==> src/rtl/bdq_pkg.sv <==
// ----------------------------------------------------------------------------
// bdq_pkg
// Shared constants for the bounded deque: command codes, status codes,
// field widths and default sizes.
// ----------------------------------------------------------------------------
package bdq_pkg;

    localparam int DEPTH_DEFAULT      = 16;
    localparam int DATA_WIDTH_DEFAULT = 64;

    localparam int CMD_W    = 3;
    localparam int STATUS_W = 2;

    localparam logic [CMD_W-1:0] CMD_PUSH_FRONT = 3'd0;
    localparam logic [CMD_W-1:0] CMD_PUSH_BACK  = 3'd1;
    localparam logic [CMD_W-1:0] CMD_POP_FRONT  = 3'd2;
    localparam logic [CMD_W-1:0] CMD_POP_BACK   = 3'd3;
    localparam logic [CMD_W-1:0] CMD_REVERSE    = 3'd4;

    localparam logic [STATUS_W-1:0] STATUS_DONE  = 2'd0;
    localparam logic [STATUS_W-1:0] STATUS_FULL  = 2'd1;
    localparam logic [STATUS_W-1:0] STATUS_EMPTY = 2'd2;

endpackage

==> src/rtl/bounded_deque_with_reverse_top.sv <==
// ----------------------------------------------------------------------------
// bounded_deque_with_reverse_top
// Bounded double-ended queue held in a ring memory, with constant-time
// reverse by a direction flag.
// ----------------------------------------------------------------------------
// For each command item, in the accept cycle the pointers and count are
// updated, a pushed value is written to the slot memory, and the new front
// and back slots are read into registered read ports; the result reaches
// the output register in the next cycle. A new item is accepted once no
// read is in flight and the output register is free or being taken, so the
// block takes no new item until the last one's result is in the output
// register. The slot memory is not cleared after reset; only occupied slots
// are ever reported, and an empty deque reports zero for both ends.
// ----------------------------------------------------------------------------
module bounded_deque_with_reverse_top #(
    parameter int DEPTH      = bdq_pkg::DEPTH_DEFAULT,
    parameter int DATA_WIDTH = bdq_pkg::DATA_WIDTH_DEFAULT,
    localparam int CW    = $clog2(DEPTH + 1),
    localparam int IN_N  = bdq_pkg::CMD_W + DATA_WIDTH,
    localparam int IN_W  = ((IN_N + 7) / 8) * 8,
    localparam int OUT_N = 2 * DATA_WIDTH + CW + 1 + bdq_pkg::STATUS_W,
    localparam int OUT_W = ((OUT_N + 7) / 8) * 8
) (
    input  logic             clk,
    input  logic             rst_n,
    input  logic             s_tvalid,
    output logic             s_tready,
    input  logic [IN_W-1:0]  s_tdata,   // cmd, data_value
    output logic             m_tvalid,
    input  logic             m_tready,
    output logic [OUT_W-1:0] m_tdata    // front_value, back_value, entry_count,
                                        // is_empty, status
);

    localparam int AW = (DEPTH > 1) ? $clog2(DEPTH) : 1;
    localparam int SW = AW + 1;
    localparam int CMD_W = bdq_pkg::CMD_W;
    localparam int ST_W  = bdq_pkg::STATUS_W;

    localparam int O_BACK  = DATA_WIDTH;
    localparam int O_COUNT = 2 * DATA_WIDTH;
    localparam int O_EMPTY = O_COUNT + CW;
    localparam int O_STAT  = O_EMPTY + 1;

    localparam logic [AW-1:0] LAST_IDX  = AW'(DEPTH - 1);
    localparam logic [SW-1:0] DEPTH_S   = SW'(DEPTH);
    localparam logic [CW-1:0] DEPTH_C   = CW'(DEPTH);

    logic [DATA_WIDTH-1:0] slot_mem [DEPTH];

    logic [AW-1:0]         head_reg,  head_next;
    logic [CW-1:0]         count_reg, count_next;
    logic                  rev_reg,   rev_next;
    logic                  pend_reg;
    logic                  m_tvalid_reg;

    logic [DATA_WIDTH-1:0] rd_lo_reg, rd_hi_reg;
    logic                  fwd_lo_reg, fwd_hi_reg;
    logic [DATA_WIDTH-1:0] wdata_reg;
    logic [ST_W-1:0]       status_reg, status_next;

    logic [DATA_WIDTH-1:0] front_reg, back_reg;
    logic [CW-1:0]         ocount_reg;
    logic                  oempty_reg;
    logic [ST_W-1:0]       ostatus_reg;

    logic [CMD_W-1:0]      cmd;
    logic [DATA_WIDTH-1:0] din;
    logic                  accept;
    logic                  wr_en;
    logic [AW-1:0]         wr_addr;
    logic [AW-1:0]         head_inc, head_dec, tail_slot, last_next;
    logic [SW-1:0]         tail_sum, last_sum;
    logic                  is_full, is_emp;
    logic [DATA_WIDTH-1:0] lo_val, hi_val;

    assign cmd    = s_tdata[CMD_W-1:0];
    assign din    = s_tdata[CMD_W +: DATA_WIDTH];
    assign s_tready = !pend_reg && (!m_tvalid_reg || m_tready);
    assign accept = s_tvalid && s_tready;

    assign is_full = (count_reg == DEPTH_C);
    assign is_emp  = (count_reg == '0);

    assign head_inc = (head_reg == LAST_IDX) ? '0 : head_reg + AW'(1);
    assign head_dec = (head_reg == '0) ? LAST_IDX : head_reg - AW'(1);

    always_comb
    begin
        tail_sum  = SW'(head_reg) + SW'(count_reg);
        tail_slot = (tail_sum >= DEPTH_S) ? AW'(tail_sum - DEPTH_S) : AW'(tail_sum);
    end

    always_comb
    begin
        head_next   = head_reg;
        count_next  = count_reg;
        rev_next    = rev_reg;
        status_next = bdq_pkg::STATUS_DONE;
        wr_en       = 1'b0;
        wr_addr     = tail_slot;
        unique case (cmd)
            bdq_pkg::CMD_PUSH_FRONT, bdq_pkg::CMD_PUSH_BACK:
            begin
                if (is_full)
                begin
                    status_next = bdq_pkg::STATUS_FULL;
                end
                else
                begin
                    wr_en      = 1'b1;
                    count_next = count_reg + CW'(1);
                    if ((cmd == bdq_pkg::CMD_PUSH_FRONT) != rev_reg)
                    begin
                        head_next = head_dec;
                        wr_addr   = head_dec;
                    end
                end
            end
            bdq_pkg::CMD_POP_FRONT, bdq_pkg::CMD_POP_BACK:
            begin
                if (is_emp)
                begin
                    status_next = bdq_pkg::STATUS_EMPTY;
                end
                else
                begin
                    count_next = count_reg - CW'(1);
                    if ((cmd == bdq_pkg::CMD_POP_FRONT) != rev_reg)
                    begin
                        head_next = head_inc;
                    end
                end
            end
            bdq_pkg::CMD_REVERSE:
            begin
                if (is_emp)
                begin
                    status_next = bdq_pkg::STATUS_EMPTY;
                end
                else
                begin
                    rev_next = !rev_reg;
                end
            end
            default:
            begin
                status_next = bdq_pkg::STATUS_DONE;
            end
        endcase
    end

    always_comb
    begin
        last_sum  = SW'(head_next) + SW'(count_next) - SW'(1);
        if (count_next == '0)
        begin
            last_next = head_next;
        end
        else if (last_sum >= DEPTH_S)
        begin
            last_next = AW'(last_sum - DEPTH_S);
        end
        else
        begin
            last_next = AW'(last_sum);
        end
    end

    // slot memory: one write port, two registered read ports
    always_ff @(posedge clk)
    begin
        if (accept && wr_en)
        begin
            slot_mem[wr_addr] <= din;
        end
        if (accept)
        begin
            rd_lo_reg <= slot_mem[head_next];
            rd_hi_reg <= slot_mem[last_next];
        end
    end

    // forward a value written in the same cycle as its read
    always_ff @(posedge clk)
    begin
        if (accept)
        begin
            fwd_lo_reg <= wr_en && (wr_addr == head_next);
            fwd_hi_reg <= wr_en && (wr_addr == last_next);
            wdata_reg  <= din;
            status_reg <= status_next;
        end
    end

    always_ff @(posedge clk or negedge rst_n)
    begin
        if (!rst_n)
        begin
            head_reg     <= '0;
            count_reg    <= '0;
            rev_reg      <= 1'b0;
            pend_reg     <= 1'b0;
            m_tvalid_reg <= 1'b0;
        end
        else
        begin
            pend_reg <= accept;
            if (accept)
            begin
                head_reg  <= head_next;
                count_reg <= count_next;
                rev_reg   <= rev_next;
            end
            if (pend_reg)
            begin
                m_tvalid_reg <= 1'b1;
            end
            else if (m_tready)
            begin
                m_tvalid_reg <= 1'b0;
            end
        end
    end

    assign lo_val = fwd_lo_reg ? wdata_reg : rd_lo_reg;
    assign hi_val = fwd_hi_reg ? wdata_reg : rd_hi_reg;

    always_ff @(posedge clk)
    begin
        if (pend_reg)
        begin
            if (is_emp)
            begin
                front_reg <= '0;
                back_reg  <= '0;
            end
            else
            begin
                front_reg <= rev_reg ? hi_val : lo_val;
                back_reg  <= rev_reg ? lo_val : hi_val;
            end
            ocount_reg  <= count_reg;
            oempty_reg  <= is_emp;
            ostatus_reg <= status_reg;
        end
    end

    assign m_tvalid = m_tvalid_reg;

    always_comb
    begin
        m_tdata                         = '0;
        m_tdata[DATA_WIDTH-1:0]         = front_reg;
        m_tdata[O_BACK +: DATA_WIDTH]   = back_reg;
        m_tdata[O_COUNT +: CW]          = ocount_reg;
        m_tdata[O_EMPTY]                = oempty_reg;
        m_tdata[O_STAT +: ST_W]         = ostatus_reg;
    end

endmodule

==> config.mk <==
export PLATFORM = sky130hd
export DESIGN_NAME = bounded_deque_with_reverse_top
export DESIGN_NICKNAME = d
export VERILOG_FILES = /design/src/rtl/bdq_pkg.sv /design/src/rtl/bounded_deque_with_reverse_top.sv
export SDC_FILE = /design/constraint.sdc
export NUM_CORES = 2
export LEC_CHECK = 0
export BUFFER_PORTS_ARGS = -buffer_cell sky130_fd_sc_hd__buf_2
export CORE_MARGIN = 2
export CORE_UTILIZATION = 55
export CTS_CLUSTER_DIAMETER = 80
export DETAILED_ROUTE_END_ITERATION = 10
export PLACE_DENSITY = 0.72
export SYNTH_ARGS = -nofsm -noshare
export SYNTH_HDL_FRONTEND = slang
export SYNTH_SLANG_ARGS = --single-unit
==> constraint.sdc <==
create_clock -name clk -period 14.2 [get_ports clk]
set_clock_uncertainty 0.05 [all_clocks]
set_input_delay 2.84 -clock clk [delete_from_list [all_inputs] [get_ports clk]]
set_output_delay 2.84 -clock clk [all_outputs]
set_load 0.05 [all_outputs]
======== Word level (Yosys, flattened, before mapping) ========
Memory sizes are Yosys's and may differ from the RTL's. A register that Yosys moved wholly into a read port is not among the register bits.
Cells that the tools add are included.
cells by class
  mux-type cells .......................... 29
  $lt $le $gt $ge ......................... 2
  equality and inequality tests ........... 10
  bitwise operators ....................... 1
  add/sub/neg operators ................... 9
  reductions and logical operators ........ 18
operators with widths
  operator               number
  $mux W64               4
  $mux W4                12
  $sub A4 B1 Y4 const B  3
  $add A4 B5 Y5          2
  $ge A5 B5 Y1 const B   2
  $logic_not A5 Y1       2
  $mux W5                2
  $pmux W5 S2            1
  $sub A5 B1 Y5 const B  2
  $eq A4 B4 Y1           2
  $pmux W4 S2            1
  $mux W1                7
  $eq A3 B2 Y1 const B   2
  $add A5 B1 Y5 const B  1
  $eq A5 B5 Y1 const B   1
  $logic_and A1 B1 Y1    5
  $add A4 B1 Y4 const B  1
  $eq A4 B4 Y1 const B   1
  $logic_not A4 Y1       1
  $pmux W2 S2            1
  $reduce_or A2 Y1       2
  $eq A3 B1 Y1 const B   1
  $eq A3 B3 Y1 const B   1
  $logic_not A1 Y1       3
  8 further kinds        9
storage, ports and cells
  register bits ........................... 216
  RAM bits ................................ 1024
  bits of input ports ..................... 76
  memories ................................ 1
  logic and storage cells ................. 84
  output and inout bits ................... 138
memory list
  name      depth  bits a word  read ports  clocked after memory_dff  write ports  RTL line                              RTL
  slot_mem  16     64           2           2                         1            bounded_deque_with_reverse_top.sv:49  logic [DATA_WIDTH-1:0] slot_mem [DEPTH];

======== Depth between registers and ports, before layout ========
  depth after elaboration ................. 12
  gate-level depth with buffers ........... 27
  mapped depth without buffers ............ 19

======== Least setup slack after synthesis ========
OpenSTA, ideal clock, no wires.
  kind .................................... input-to-reg
  start point ............................. in m_tready
  end point ............................... reg count_reg[0]
  arrival ................................. 8.556 ns
  cell stages on the path ................. 6
  buffers on the path ..................... 0
  required time ........................... 14.014 ns
  library setup time ...................... 0.136 ns
  setup slack ............................. 5.459 ns
  cell sequence ........................... inv_1 > a21oi_1 > nand2_1 > inv_1 > nand2_1 > xnor2_1
between the ends
  word-level cells in the longest chain between the ends .. 3
ends and longest elaborated chain
  what                    RTL line                               RTL
  start: declaration      bounded_deque_with_reverse_top.sv:30   input logic m_tready,
  $logic_or A1 B1 Y1      bounded_deque_with_reverse_top.sv:79   assign s_tready = !pend_reg && (!m_tvalid_reg || m_tready);
  $logic_and A1 B1 Y1     bounded_deque_with_reverse_top.sv:79
  via s_tready            bounded_deque_with_reverse_top.sv:27   output logic s_tready,
  $logic_and A1 B1 Y1     bounded_deque_with_reverse_top.sv:80   assign accept = s_tvalid && s_tready;
  via accept              bounded_deque_with_reverse_top.sv:69   logic accept;
  end signal: assignment  bounded_deque_with_reverse_top.sv:212  count_reg <= count_next;
  end: declaration        bounded_deque_with_reverse_top.sv:52   logic [CW-1:0] count_reg, count_next;
The timed path passes the listed nets, and every way through them passes these cells.
A chain may end at the register's enable or synchronous reset.

======== Worst setup path after layout ========
  start point ............................. in s_tdata[1]
  end point ............................... reg rd_lo_reg[31], read port of slot_mem (data pin)
between the ends
  word-level cells in the longest chain between the ends .. 5
  elaborated cells on any way between the ends .. 13
  those cells by class .................... eq/ne: 5; mux: 5; reduce/logical: 3
ends and longest elaborated chain
  what                                              RTL line                                                                                                             RTL
  start: declaration                                bounded_deque_with_reverse_top.sv:28                                                                                 input logic [IN_W-1:0] s_tdata,
  $eq A3 B2 Y1 or $logic_not A3 Y1 (tied branches)  bounded_deque_with_reverse_top.sv:102, bounded_deque_with_reverse_top.sv:129, bounded_deque_with_reverse_top.sv:113
  $ne A1 B1 Y1 (on tied branches)                   bounded_deque_with_reverse_top.sv:129, bounded_deque_with_reverse_top.sv:113
  $mux W4 (on tied branches)                        bounded_deque_with_reverse_top.sv:129, bounded_deque_with_reverse_top.sv:113
  $mux W4 (on tied branches)                        bounded_deque_with_reverse_top.sv:122, bounded_deque_with_reverse_top.sv:105
  $pmux W4 S2 (*)                                   bounded_deque_with_reverse_top.sv:102                                                                                unique case (cmd)
  end: declaration                                  bounded_deque_with_reverse_top.sv:57                                                                                 logic [DATA_WIDTH-1:0] rd_lo_reg, rd_hi_reg;
Mark *: on every way between the ends. The rest lies on a longest branch, timed or not.

==> results.yml <==
flow_run:
  maxCapViolCount: 0
sta:
  post-route-period-util: 0.627
  whs_ns: 0.390
  hold_violations: 0
  finalSetupViolations: 0
  fmax_mhz: 112
  maxSlewViolCount: 0
  worst_pin_slew_ns: 1.37
  fin_crit_ns: 8.90
  rsz0062_at_grt: "no"
  maxSlewHeadroom: 0.0828
  setup_tns_ns: 0
worst_setup_path:
  cp.arrival_ns: 9.50
  path_class: "in -> reg"
  required_ns: 14.79
  end_kind: "flop"
  cp.depth: 14
  cp_cell_sequence: "buf_2 -> xor2_1 -> a21oi_1 -> nand2b_1 -> a221o_4 -> inv_8 -> buf_4 -> buf_4 -> buf_4 -> buf_4 -> nand2_1 -> and3_1 -> a31oi_1 -> mux4_2"
  worstSetupStartpointType: "primary input"
  cp_slowest_cell: "buf_4"
  path_buf_inv: 6
  cpMostUsedCell: "buf_4"
  reg2reg_slack_ns: 5.82
  cp_slowest_stage_delay_ns: 0.96
  critPathTopFamily: "buffers and inverters"
  path_max_fanout: 112
  rr_worst_depth: 15
hold_path:
  hold_path_depth: 0
  holdCritPathClass: "reg -> reg"
drt:
  dr.pass1.iters: 9
  ant_nets: 0
  route.met2.wl_um: 92000
  highest_layer: "met5"
  avgRoutedWirePerCell_um: 29.4
  met3_length_um: 23500
  met1_length_um: 74700
  dr_total_vias: 48128
  drt_iter0_markers: 6875
  wl_um: 199000
  viasPerCell: 7.09
  drc_errors: 0
run_status:
  status: "completed"
yosys:
  synth_area_um2: 65600
  synth_top_cell_by_area: "edfxtp_1"
  synth.top_cells.by_area: "edfxtp_1, nand2_1, a211oi_1"
  synth-compound-area-share: 0.159
  synth-xor-area-share: 0.00294
  synth_top_family_by_area: "compound AO/OA/AOI/OAI gates"
  syn_area_per_cell_um2: 12.6
  synth-seq-cells: 1368
  synth_cell_types: 71
  synth_edf_count: 1356
  synthMuxAreaShare: 0.0697
  yosysMostFrequentCell: "edfxtp_1"
  synthFlopType: "edfxtp_1"
  synth.top_cells.by_count: "edfxtp_1, nand2_1, a211oi_1, clkbuf_1, mux2i_1"
  ys_warn_count: 0
  synth-simple-area-share: 0.107
  ys_async_sr_fraction: 0.00877
  synthAdderAreaFrac: 0.00271
  synth_top_area_frac: 0.621
  postSynthCellCount: 5194
  synth_fp_nets: 5283
  seq_area_frac_synth: 0.626
finish:
  multi_input_area_um2: 22600
  regArea_um2: 41000
  area_growth_pct: 9.88
  largest_reg_flops: 1024
  final_nets: 5223
  fillCellCount: 8759
  final_area_um2: 72000
  drive_gt1_frac: 0.118
  top_register: "slot_mem"
floorplan:
  io_pins: 214
  die_x_um: 349
  die_h_um: 349
  num_rows: 126
  design.die.area_um2: 122000
  start_util: 0.555
  core_region_area_um2: 118000
clock_network:
  cts.sinks: 1368
  clock_latency_ns: 0.80
  cts_setup_buffers: 0
  htree_levels: 4
  hold_buffers: 0
  root_buffer: "clkbuf_16"
  cts.clk_slew.worst_paths_ns: 0.06
  cts_buffers: 142
  clockBufferDepth: 3
  cts_tree: "built"
  cts-resized-gates: 0
global_routing:
  grt_pass1_wl_um: 292000
  first_global_vias: 46677
  grt_max_degree: 210
  grt_use_total: 0.321
  antenna_found_initial: 11
  grt_overflow: 0
placed_design:
  gp_congestion: 0.865
  place_hpwl_um: 98800
  placed_area_um2: 67600
  port-buffer-count: 208
## cell type report
type | instances | share of cell area
Sequential cell | 1368 | 0.570
Clock buffer | 178 | 0.0521
Antenna cell | 8 | 0.000278
Clock inverter | 73 | 0.00976
Inverter | 30 | 0.00195
Timing Repair Buffer | 298 | 0.0252
Tap cell | 1536 | 0.0267
Multi-Input combinational cell | 3294 | 0.314
## stage by stage
| step | worst slack, ns | utilization | instances |
|---|---|---|---|
| 2_1_floorplan | 5.46 | - | 5194 |
| 3_3_place_gp | 4.73 | 0.572 | 6526 |
| 3_5_place_dp | 4.69 | 0.572 | 6526 |
| 4_1_cts | 5.51 | 0.610 | 6777 |
| 5_1_grt | 5.02 | 0.610 | 6779 |
| 6_report | 5.30 | 0.610 | 6785 |
## layer usage
| layer | track usage | up-vias |
|---|---|---|
| met2 | 0.506 | 3348 |
| met4 | 0.149 | 4 |
| li1 | - | 20343 |
| met3 | 0.0617 | 612 |
| met1 | 0.433 | 23821 |
| met5 | 0 | - |
## cell families (layout without fill, tap and decap cells)
kind of cell / after synthesis / after routing
adders and majority gates: 13 / 13
DFF: 1368 / 1368
buffers and inverters: 532 / 579
xor gates and xnor gates: 22 / 22
other: 0 / 8
AOI/OAI and AO/OA: 1314 / 1314
and+or+nand+nor: 1570 / 1570
muxes: 375 / 375
## cells in the final DEF (no fill, tap or decap), types with 39 or more instances in the layout
cell	instances
mux2i_1	296
nand2_1	1112
edfxtp_1	1356
clkbuf_16	143
a2111oi_0	171
and3_1	258
mux4_2	64
buf_4	82
nor2b_1	67
buf_2	208
o211a_1	208
or4_1	39
a31oi_1	260
a211oi_1	443
## path summary, 6_finish.rpt
path	from	to
setup / recovery	s_tdata[1]	rd_lo_reg[31]
hold / removal	status_reg[0]	ostatus_reg[0]
setup reg to reg	count_reg[1]	rd_lo_reg[31]
hold reg to reg	status_reg[0]	ostatus_reg[0]
max in group asynchronous	rst_n	pend_reg
min in group asynchronous	rst_n	head_reg[1]
Power is left out: the tool's default activity adds up to more than one toggle a clock period on the data nets, which glitch-free logic cannot reach.
